--- config.mk ---
export PLATFORM = sky130hd
export DESIGN_NAME = mtrl_front
export DESIGN_NICKNAME = d
export VERILOG_FILES = /design/src/rtl/mtrl_pkg.sv /design/src/rtl/mtrl_front.sv
export SDC_FILE = /design/constraint.sdc
export NUM_CORES = 1
export LEC_CHECK = 0
export BUFFER_PORTS_ARGS = -buffer_cell sky130_fd_sc_hd__buf_2
export CELL_PAD_IN_SITES_DETAIL_PLACEMENT = 1
export CELL_PAD_IN_SITES_GLOBAL_PLACEMENT = 1
export CORE_MARGIN = 2
export CORE_UTILIZATION = 46
export DETAILED_ROUTE_END_ITERATION = 8
export MAX_ROUTING_LAYER = met4
export PLACE_DENSITY_LB_ADDON = 0.1
export SETUP_SLACK_MARGIN = 0.2
export SLEW_MARGIN = 20
export SYNTH_ARGS = -nofsm -noshare
export SYNTH_HDL_FRONTEND = slang
export SYNTH_SLANG_ARGS = --single-unit
--- constraint.sdc ---
create_clock -name clk -period 10.3 [get_ports clk]
set_input_delay 0 -clock clk [delete_from_list [all_inputs] [get_ports clk]]
set_output_delay 0 -clock clk [all_outputs]
set_load 0.05 [all_outputs]
--- src/rtl/mtrl_pkg.sv ---
// ----------------------------------------------------------------------------
// mtrl_pkg
// Shared types, constants and helpers of the multibit trie route lookup.
// ----------------------------------------------------------------------------
package mtrl_pkg;

  localparam int DEF_MAX_NODES = 256;
  localparam int LEVELS        = 5;
  localparam int ADDR_W        = 32;
  localparam int GW_W          = 32;
  localparam int PLEN_W        = 6;
  localparam int LVL_W         = 3;
  localparam int SHIFT_W       = 5;
  localparam int IDX_W         = 16;
  localparam int CNT_W         = 17;

  localparam logic CMD_INSERT = 1'b0;
  localparam logic CMD_LOOKUP = 1'b1;

  localparam logic STATUS_DONE      = 1'b0;
  localparam logic STATUS_POOL_FULL = 1'b1;

  typedef enum logic [1:0] {
    ST_CLEAR,
    ST_IDLE,
    ST_READ,
    ST_EVAL
  } bk_state_t;

  // classified word handed from front to back
  typedef struct packed {
    logic                 cmd;
    logic [ADDR_W-1:0]    addr;
    logic [GW_W-1:0]      gw;
    logic [PLEN_W-1:0]    plen;
    logic [LVL_W-1:0]     tgt;
    logic [SHIFT_W-1:0]   shift;
  } q_word_t;

  function automatic logic [4:0] stride_of(input logic [LVL_W-1:0] l);
    logic [4:0] s;
    unique case (l)
      3'd0:    s = 5'd16;
      3'd1:    s = 5'd8;
      3'd2:    s = 5'd4;
      default: s = 5'd2;
    endcase
    return s;
  endfunction

  function automatic logic [4:0] low_pos(input logic [LVL_W-1:0] l);
    logic [4:0] p;
    unique case (l)
      3'd0:    p = 5'd16;
      3'd1:    p = 5'd8;
      3'd2:    p = 5'd4;
      3'd3:    p = 5'd2;
      default: p = 5'd0;
    endcase
    return p;
  endfunction

  // accumulated stride at the bottom of each level
  function automatic logic [PLEN_W-1:0] level_end(input logic [LVL_W-1:0] l);
    logic [PLEN_W-1:0] e;
    unique case (l)
      3'd0:    e = 6'd16;
      3'd1:    e = 6'd24;
      3'd2:    e = 6'd28;
      3'd3:    e = 6'd30;
      default: e = 6'd32;
    endcase
    return e;
  endfunction

  function automatic logic [IDX_W-1:0] slot_idx(input logic [ADDR_W-1:0] a,
                                                input logic [LVL_W-1:0] l);
    logic [ADDR_W-1:0] sh;
    logic [CNT_W-1:0]  m;
    sh = a >> low_pos(l);
    m  = (CNT_W'(1) << stride_of(l)) - CNT_W'(1);
    return sh[IDX_W-1:0] & m[IDX_W-1:0];
  endfunction

  // 32 minus trailing zeros, 0 for an empty mask
  function automatic logic [PLEN_W-1:0] prefix_len(input logic [ADDR_W-1:0] m);
    logic [PLEN_W-1:0] tz;
    tz = '0;
    for (int i = ADDR_W - 1; i >= 0; i--) begin
      if (m[i]) tz = PLEN_W'(i);
    end
    return (m == '0) ? '0 : PLEN_W'(ADDR_W) - tz;
  endfunction

endpackage

--- src/rtl/mtrl_front.sv ---
// ----------------------------------------------------------------------------
// mtrl_front
// Accepts words, works out prefix length and target level, queues them.
// ----------------------------------------------------------------------------
module mtrl_front (
  input  logic                clk,
  input  logic                rst_n,
  input  logic                in_valid,
  output logic                in_ready,
  input  logic                in_cmd,
  input  logic [31:0]         in_address,
  input  logic [31:0]         in_mask,
  input  logic [31:0]         in_gateway,
  output logic                q_valid,
  output mtrl_pkg::q_word_t   q_word,
  input  logic                q_pop
);

  mtrl_pkg::q_word_t mem_r [2];
  logic              wr_ptr_r, wr_ptr_nxt;
  logic              rd_ptr_r, rd_ptr_nxt;
  logic [1:0]        cnt_r, cnt_nxt;
  logic              push;
  mtrl_pkg::q_word_t cls;
  logic [mtrl_pkg::PLEN_W-1:0] plen;
  logic [mtrl_pkg::LVL_W-1:0]  tgt;
  logic [mtrl_pkg::PLEN_W-1:0] shift_full;

  always_comb begin
    plen = mtrl_pkg::prefix_len(in_mask);
    if (plen <= 6'd16)      tgt = 3'd0;
    else if (plen <= 6'd24) tgt = 3'd1;
    else if (plen <= 6'd28) tgt = 3'd2;
    else if (plen <= 6'd30) tgt = 3'd3;
    else                    tgt = 3'd4;
    shift_full = mtrl_pkg::level_end(tgt) - plen;
    cls.cmd   = in_cmd;
    cls.addr  = in_address;
    cls.gw    = in_gateway;
    cls.plen  = plen;
    cls.tgt   = tgt;
    cls.shift = shift_full[mtrl_pkg::SHIFT_W-1:0];
  end

  assign in_ready = (cnt_r != 2'd2);
  assign push     = in_valid && in_ready;
  assign q_valid  = (cnt_r != 2'd0);
  assign q_word   = mem_r[rd_ptr_r];

  always_comb begin
    wr_ptr_nxt = push  ? ~wr_ptr_r : wr_ptr_r;
    rd_ptr_nxt = q_pop ? ~rd_ptr_r : rd_ptr_r;
    cnt_nxt    = cnt_r + {1'b0, push} - {1'b0, q_pop};
  end

  always_ff @(posedge clk) begin
    if (!rst_n) begin
      wr_ptr_r <= 1'b0;
      rd_ptr_r <= 1'b0;
      cnt_r    <= 2'd0;
    end else begin
      wr_ptr_r <= wr_ptr_nxt;
      rd_ptr_r <= rd_ptr_nxt;
      cnt_r    <= cnt_nxt;
    end
  end

  always_ff @(posedge clk) begin
    if (push) mem_r[wr_ptr_r] <= cls;
  end

endmodule

After elaboration in Yosys (flattened, before gate mapping). Memories as Yosys holds them, arrays and structs flattened. A register that Yosys moved wholly into a read port is not among the register bits. Cells that the tools add are included.

Bits in writable memories: 158. Bits in registers: 4. Memories: 1. Input bits: 101.

Magnitude comparators: 4. $add $sub $neg: 4. Bitwise operators: 2. Eq/ne operators: 4. Reduce and logical (&&, ||, !) cells: 4. Multiplexer cells: 42.

Memory list: mem_r (words 2, width 79, read ports 1, clocked after memory_dff 1, wr ports 1, line mtrl_front.sv:19) `mtrl_pkg::q_word_t mem_r [2];`.

Operators by type and width (count): 2-to-1 mux 6 bit (32); logical NOT 32 bit (1); <= comparator 6 x 5 -> 1 bit (second input constant) (4); case mux 5 bit (4 select lines) (1); 2-to-1 mux 3 bit (4); equality test 3 x 2 -> 1 bit (second input constant) (2); subtractor 6 bit (first input constant) (1); 2-to-1 mux 5 bit (1); subtractor 5 bit (1); 2-to-1 mux 1 bit (4); equality test 3 x 1 -> 1 bit (second input constant) (1); logical NOT 3 bit (1); adder 2 x 1 -> 2 bit (1); != test 2 bit (second input constant) (1); inverter 1 bit (2); nonzero test 2 bit (1); subtractor 2 x 1 -> 2 bit (1); logical AND 1 bit (1).

Longest topological paths before layout.
Word-level depth: 42. Gate-level depth with buffers: 17. Mapped depth without buffers: 16.

Least setup slack after synthesis. No wires, ideal clock.

Path kind: flip-flop to flip-flop. Start: register cnt_r[0]. End: memory mem_r[0][10] (netlist bit) (enable). Arrival: 4.247 ns. Library setup time: 0.517 ns. Data required time: 9.783 ns. Clock period less this slack: 4.764 ns. Setup slack: 5.536 ns. Stages on the path, launching flop included: 4. Path through: dfxtp_1 > nand2b_1 > nand2_1 > nor2_1.

Word-level cells in the longest chain between the ends: 4.

RTL lines: from (decl) (line mtrl_front.sv:22) `logic [1:0] cnt_r, cnt_nxt;`; from (signal assigned) (line mtrl_front.sv:64) `cnt_r <= cnt_nxt;`; != test 2 bit (line mtrl_front.sv:45) `assign in_ready = (cnt_r != 2'd2);`; via in_ready (line mtrl_front.sv:9) `output logic in_ready,`; logical AND 1 bit (line mtrl_front.sv:46) `assign push = in_valid && in_ready;`; 2-to-1 mux 1 bit (line mtrl_front.sv:69) `if (push) mem_r[wr_ptr_r] <= cls;`; 2-to-1 mux 1 bit (not written as such) (line mtrl_front.sv:69); to (decl) (line mtrl_front.sv:19).

The timed path passes the listed nets, and every way through them passes these cells.

Worst setup path after layout.
Start: input in_mask[0]. End: memory mem_r[0][4] (netlist bit), data pin.

Word-level cells in the longest chain between the ends: 11. Elaborated cells between the ends (all ways): 18. Those cells by class: add/sub: 2; order compare: 4; eq/ne: 3; mux: 7; reduce/logical: 2.

RTL lines: from (decl) (line mtrl_front.sv:12) `input logic [31:0] in_mask,`; 2-to-1 mux 6 bit (line mtrl_pkg.sv:90) `if (m[i]) tz = PLEN_W'(i);`; subtractor 6 bit (line mtrl_pkg.sv:92) `return (m == '0) ? '0 : PLEN_W'(ADDR_W) - tz;`; 2-to-1 mux 6 bit * (line mtrl_pkg.sv:92); <= comparator 6 x 5 -> 1 bit (line mtrl_front.sv:34) `else if (plen <= 6'd30) tgt = 3'd3;`; 2-to-1 mux 3 bit (line mtrl_front.sv:34); 2-to-1 mux 3 bit (line mtrl_front.sv:33) `else if (plen <= 6'd28) tgt = 3'd2;`; 2-to-1 mux 3 bit (line mtrl_front.sv:32) `else if (plen <= 6'd24) tgt = 3'd1;`; 2-to-1 mux 3 bit (line mtrl_front.sv:31) `if (plen <= 6'd16) tgt = 3'd0;`; equality test 3 x 2 -> 1 bit, or another cell as far along (line mtrl_pkg.sv:66) `unique case (l)`; case mux 5 bit (4 select lines) (line mtrl_pkg.sv:66); subtractor 5 bit * (line mtrl_front.sv:36) `shift_full = mtrl_pkg::level_end(tgt) - plen;`; via shift_full, one bit (line mtrl_front.sv:27) `logic [mtrl_pkg::PLEN_W-1:0] shift_full;`.

Mark *: on every way through the listed nets, which the timed path passes. The rest lies on a longest branch.

==> tab_implementation.tex <==
\begin{tabular}{lr}
\hline
Metric & Value \\
\hline
\multicolumn{2}{l}{\textbf{Outcome}} \\
\quad Result of the run & finished, final reports clean \\
\multicolumn{2}{l}{\textbf{Synthesis}} \\
\quad Largest family of logic cells by synthesized area & multiplexers \\
\quad Area share of fa/ha/maj cells after synthesis & 1.44\% \\
\quad Most frequent cell after synthesis & sky130\_fd\_sc\_hd\_\_edfxtp\_1 \\
\quad Primary FF master, synth & sky130\_fd\_sc\_hd\_\_edfxtp\_1 \\
\quad Nets in the synthesized netlist & 493 \\
\quad Seq cells post-synth & 161 \\
\quad Area of the mapped netlist & 6620 um\^{}2 \\
\quad Parity-gate share of the synthesized area counting xor and xnor cells & 0.926\% \\
\quad Count of mapped cells out of synthesis & 385 \\
\quad Cell taking the most area after synthesis & sky130\_fd\_sc\_hd\_\_edfxtp\_1 \\
\quad Post-Synthesis Mean Instance Area & 17.2 um\^{}2 \\
\quad Number of library cell types mapped by synthesis & 52 \\
\quad Yosys warnings & 0 \\
\quad Top-area cell type share of the netlist area & 70.7\% \\
\quad Number of enable flip-flop cells after synthesis & 156 \\
\quad Cells taking the most area after synthesis & sky130\_fd\_sc\_hd\_\_edfxtp\_1 71\%, sky130\_fd\_sc\_hd\_\_mux2\_2 13\%, sky130\_fd\_sc\_hd\_\_dfxtp\_1 1.5\% \\
\quad Most frequent cells after synthesis & 156 x sky130\_fd\_sc\_hd\_\_edfxtp\_1, 78 x sky130\_fd\_sc\_hd\_\_mux2\_2, 20 x sky130\_fd\_sc\_hd\_\_nor2\_1 \\
\quad Share of synthesized area occupied by flip-flops and latches & 72.2\% \\
\quad Area fraction in compound gates after synthesis & 4.44\% \\
\quad Share of synthesized flip-flops with an asynchronous set or reset & 0\% \\
\quad Simple-gate portion of the synthesized area & 6.10\% \\
\quad Mux contribution to synthesized area & 13.3\% \\
\multicolumn{2}{l}{\textbf{Clocking}} \\
\quad Clock Pin Slew Worst Setup and Hold Paths & 0.06 ns \\
\quad Number of buffers on the longest clock path & 2 \\
\quad Post-CTS setup repair buffer count & 0 \\
\quad H-tree Lvls & 4 \\
\quad Clock tree from TritonCTS & done \\
\quad Number of buffers inserted during clock tree synthesis & 17 \\
\quad Clock latency reported for the late side of the worst-skew pair & 0.42 ns \\
\quad Sinks on the clock net & 161 \\
\quad Root Buffer & sky130\_fd\_sc\_hd\_\_clkbuf\_16 \\
\multicolumn{2}{l}{\textbf{Final layout}} \\
\quad Final cell count without fillers & 834 \\
\quad Synthesis-to-finish area growth & 36.0\% \\
\quad Fin nets & 750 \\
\quad Share of layout cells above drive strength 1 & 46.3\% \\
\quad Diodes inserted & 0 \\
\multicolumn{2}{l}{\textbf{STA}} \\
\quad Hold Vio Cnt, Final & 0 \\
\quad RSZ-0062 raised after global routing & false \\
\quad Maximum clock rate & 0.295 GHz \\
\quad Sum Neg Setup Slack & 0 ns \\
\quad Final worst path period share & 33.0\% \\
\quad Shortest clock period the worst path allows after layout & 3.39 ns \\
\quad Max-slew headroom at the worst pin & 28.2\% \\
\quad Actual transition at the worst max-transition pin & 1.08 ns \\
\quad \# setup viols final & 0 \\
\quad Final Slew Violations & 0 \\
\quad Skew final & 0.00856 ns \\
\quad Worst Slack Setup Final & 6.91 ns \\
\quad Post-Route Hold Slack & 0.0946 ns \\
\multicolumn{2}{l}{\textbf{Floorplan}} \\
\quad Vertical die dimension & 124 um \\
\quad Rows & 43 \\
\quad Starting density of the core & 47.4\% \\
\quad Area of the core & 14,000 um\^{}2 \\
\quad Width of the die & 124 um \\
\quad Die area & 15,400 um\^{}2 \\
\quad Top-level port count & 182 \\
\multicolumn{2}{l}{\textbf{Global route}} \\
\quad Global route total overflow & 0 \\
\quad Initial antenna violation count & 0 \\
\quad First-pass GRT wire length & 24.5 mm \\
\quad Largest net degree at the start of global routing & 79 \\
\quad Total global-route track usage & 22.5\% \\
\quad Via count of the first global-routing pass & 4,649 \\
\multicolumn{2}{l}{\textbf{Placed design}} \\
\quad Dpl cells & 734 \\
\quad HPWL Detailed & 10.2 mm \\
\quad Count of buffers inserted at the top-level ports & 181 \\
\quad RD Place Congestion & 0.833 \\
\quad Worst slack, placed & 6.57 ns \\
\multicolumn{2}{l}{\textbf{Critical path}} \\
\quad Endpoint type of the worst setup path & flop \\
\quad Crit path kind & input port to flop \\
\quad Data required time of the critical path & 10.53 ns \\
\quad Worst-path maximum fanout & 10 \\
\quad Launching element type of the critical path & input port \\
\quad Data arrival time of the critical path & 3.62 ns \\
\multicolumn{2}{l}{\textbf{Detailed routing}} \\
\quad Residual DRC count & 0 \\
\quad Detail Route met2 WL & 9.27 mm \\
\quad Antenna-violating nets left & 0 \\
\quad Detailed-route vias per instance & 5.11 \\
\quad Detailed Route WL & 16.4 mm \\
\quad Detailed Route Iter0 Violations & 187 \\
\quad Avg WL per Cell & 19.6 um \\
\quad Routed length on met3 & 902 um \\
\quad Routed vias & 4,265 \\
\quad Top Metal Used & met4 \\
\quad Pre-antenna DRT Iters & 4 \\
\quad Sum of routed wire segments on met1 & 5.95 mm \\
\multicolumn{2}{l}{\textbf{Power and ir drop}} \\
\quad Total internal power & 0.00136 W \\
\quad Part of the total power dissipated in sequential elements & 43.2\% \\
\quad Part of the power in the clock network & 31.1\% \\
\quad Net Switching & 0.000643 W \\
\quad IR Drop Worst-Case VDD & 0.115 mV \\
\quad Total power density per cell area & 222 nW/um\^{}2 \\
\quad Total leakage power & 3.45 nW \\
\quad Combinational share of power & 25.7\% \\
\quad Share of total power consumed by net switching & 32.2\% \\
\quad Power, Total & 0.00200 W \\
\multicolumn{2}{l}{\textbf{Job}} \\
\quad Max\_cap viols & 0 \\
\multicolumn{2}{l}{\textbf{Worst hold path}} \\
\quad Path class of the lowest-slack min-delay path & input port to flop \\
\hline
\end{tabular}
-- worst max-delay path: stages --
cell	delay (ns)
sky130_fd_sc_hd__dlygate4sd3_1	0.53
sky130_fd_sc_hd__buf_2	0.18
sky130_fd_sc_hd__or2_2	0.31
sky130_fd_sc_hd__or2_1	0.32
sky130_fd_sc_hd__ha_1	0.43
sky130_fd_sc_hd__or4_1	0.53
sky130_fd_sc_hd__o311ai_1	0.11
sky130_fd_sc_hd__and3_1	0.26
sky130_fd_sc_hd__inv_1	0.07
sky130_fd_sc_hd__fa_1	0.40
sky130_fd_sc_hd__inv_1	0.07
sky130_fd_sc_hd__a21o_1	0.10
sky130_fd_sc_hd__a21oi_1	0.07
sky130_fd_sc_hd__xnor2_1	0.24
-- metal layers --
layer	GRT usage, %	up-vias
met3	5.72	22
li1	-	1993
met1	22.7	2119
met5	-	-
met4	7.58	0
met2	42.2	131
-- what timing repair did --
action,4_1_cts,5_1_grt
gates resized for setup,0,0
hold buffers,68,0
setup endpoints to repair,0,0
hold endpoints to repair,137,0
-- stage by stage --
step / area (um^2) / utilization [%]
detailed placement: 7720 / 55.2
CTS: 8980 / 64.2
global placement: 7720 / 55.2
global route: 9010 / 64.4
floorplan: 6620 / -
finish: 9010 / 64.4
-- power groups by stage --
stage	clock network, W	logic [W]	registers, W
after global routing	0.000655	0.000544	0.000874
final	0.000621	0.000514	0.000863
after floorplan	0	0.000380	0.000863
after global placement	0	0.000481	0.000870
after CTS	0.000631	0.000514	0.000865
after detailed placement	0	0.000491	0.000878
-- cell families after synthesis --
logic type      count (synthesis)
xor+xnor                        7
mux                            78
flops                         161
fa+ha+maj                       7
buf+inv                        27
simple gates                   68
compound gates                 37
-- layout by cell type (no fill, tap or decap), drive strengths merged, types with 4 or more instances in the layout --
| cell type | instances |
|---|---|
| edfxtp | 156 |
| xnor2 | 6 |
| clkinv | 6 |
| dfxtp | 5 |
| a21o | 4 |
| a21oi | 10 |
| clkbuf | 19 |
| ha | 6 |
| nor2 | 20 |
| and2 | 5 |
| inv | 14 |
| mux2 | 78 |
| nor4 | 7 |
| o31ai | 4 |
| buf | 183 |
| nor2b | 4 |
| nand2 | 10 |
| or2 | 4 |
| dlygate4sd3 | 68 |
| nor3 | 5 |
-- final timing paths --
path / startpoint / end / slack [ns] / cells past startpoint
worst max-delay path: in_mask[0] / mem_r[0][4]$_DFFE_PP_ / 6.91 / 14
worst min-delay path: in_valid / wr_ptr_r$_SDFFE_PN0P_ / 0.09 / 4
worst max register to register: cnt_r[0]$_SDFF_PN0_ / mem_r[0][17]$_DFFE_PP_ / 7.86 / 4
worst min register to register: rd_ptr_r$_SDFFE_PN0P_ / flop / 0.58 / 2
-- state kept, by name (all words and copies together), names as in the netlist, named ones only --
| name | flops |
|---|---|
| wr_ptr_r | 1 |
| mem_r | 156 |
| rd_ptr_r | 1 |
| cnt_r | 2 |
-- layout make-up --
cell class | instances | area [um^2]
Fill cell | 1345 | 4980
Sequential cell | 161 | 4790
Multi-Input combinational cell | 197 | 1750
Timing Repair Buffer | 251 | 1620
Clock buffer | 19 | 433
Tap cell | 180 | 225
Clock inverter | 12 | 143
Inverter | 14 | 52.6
Power figures use the tool's default switching activity.
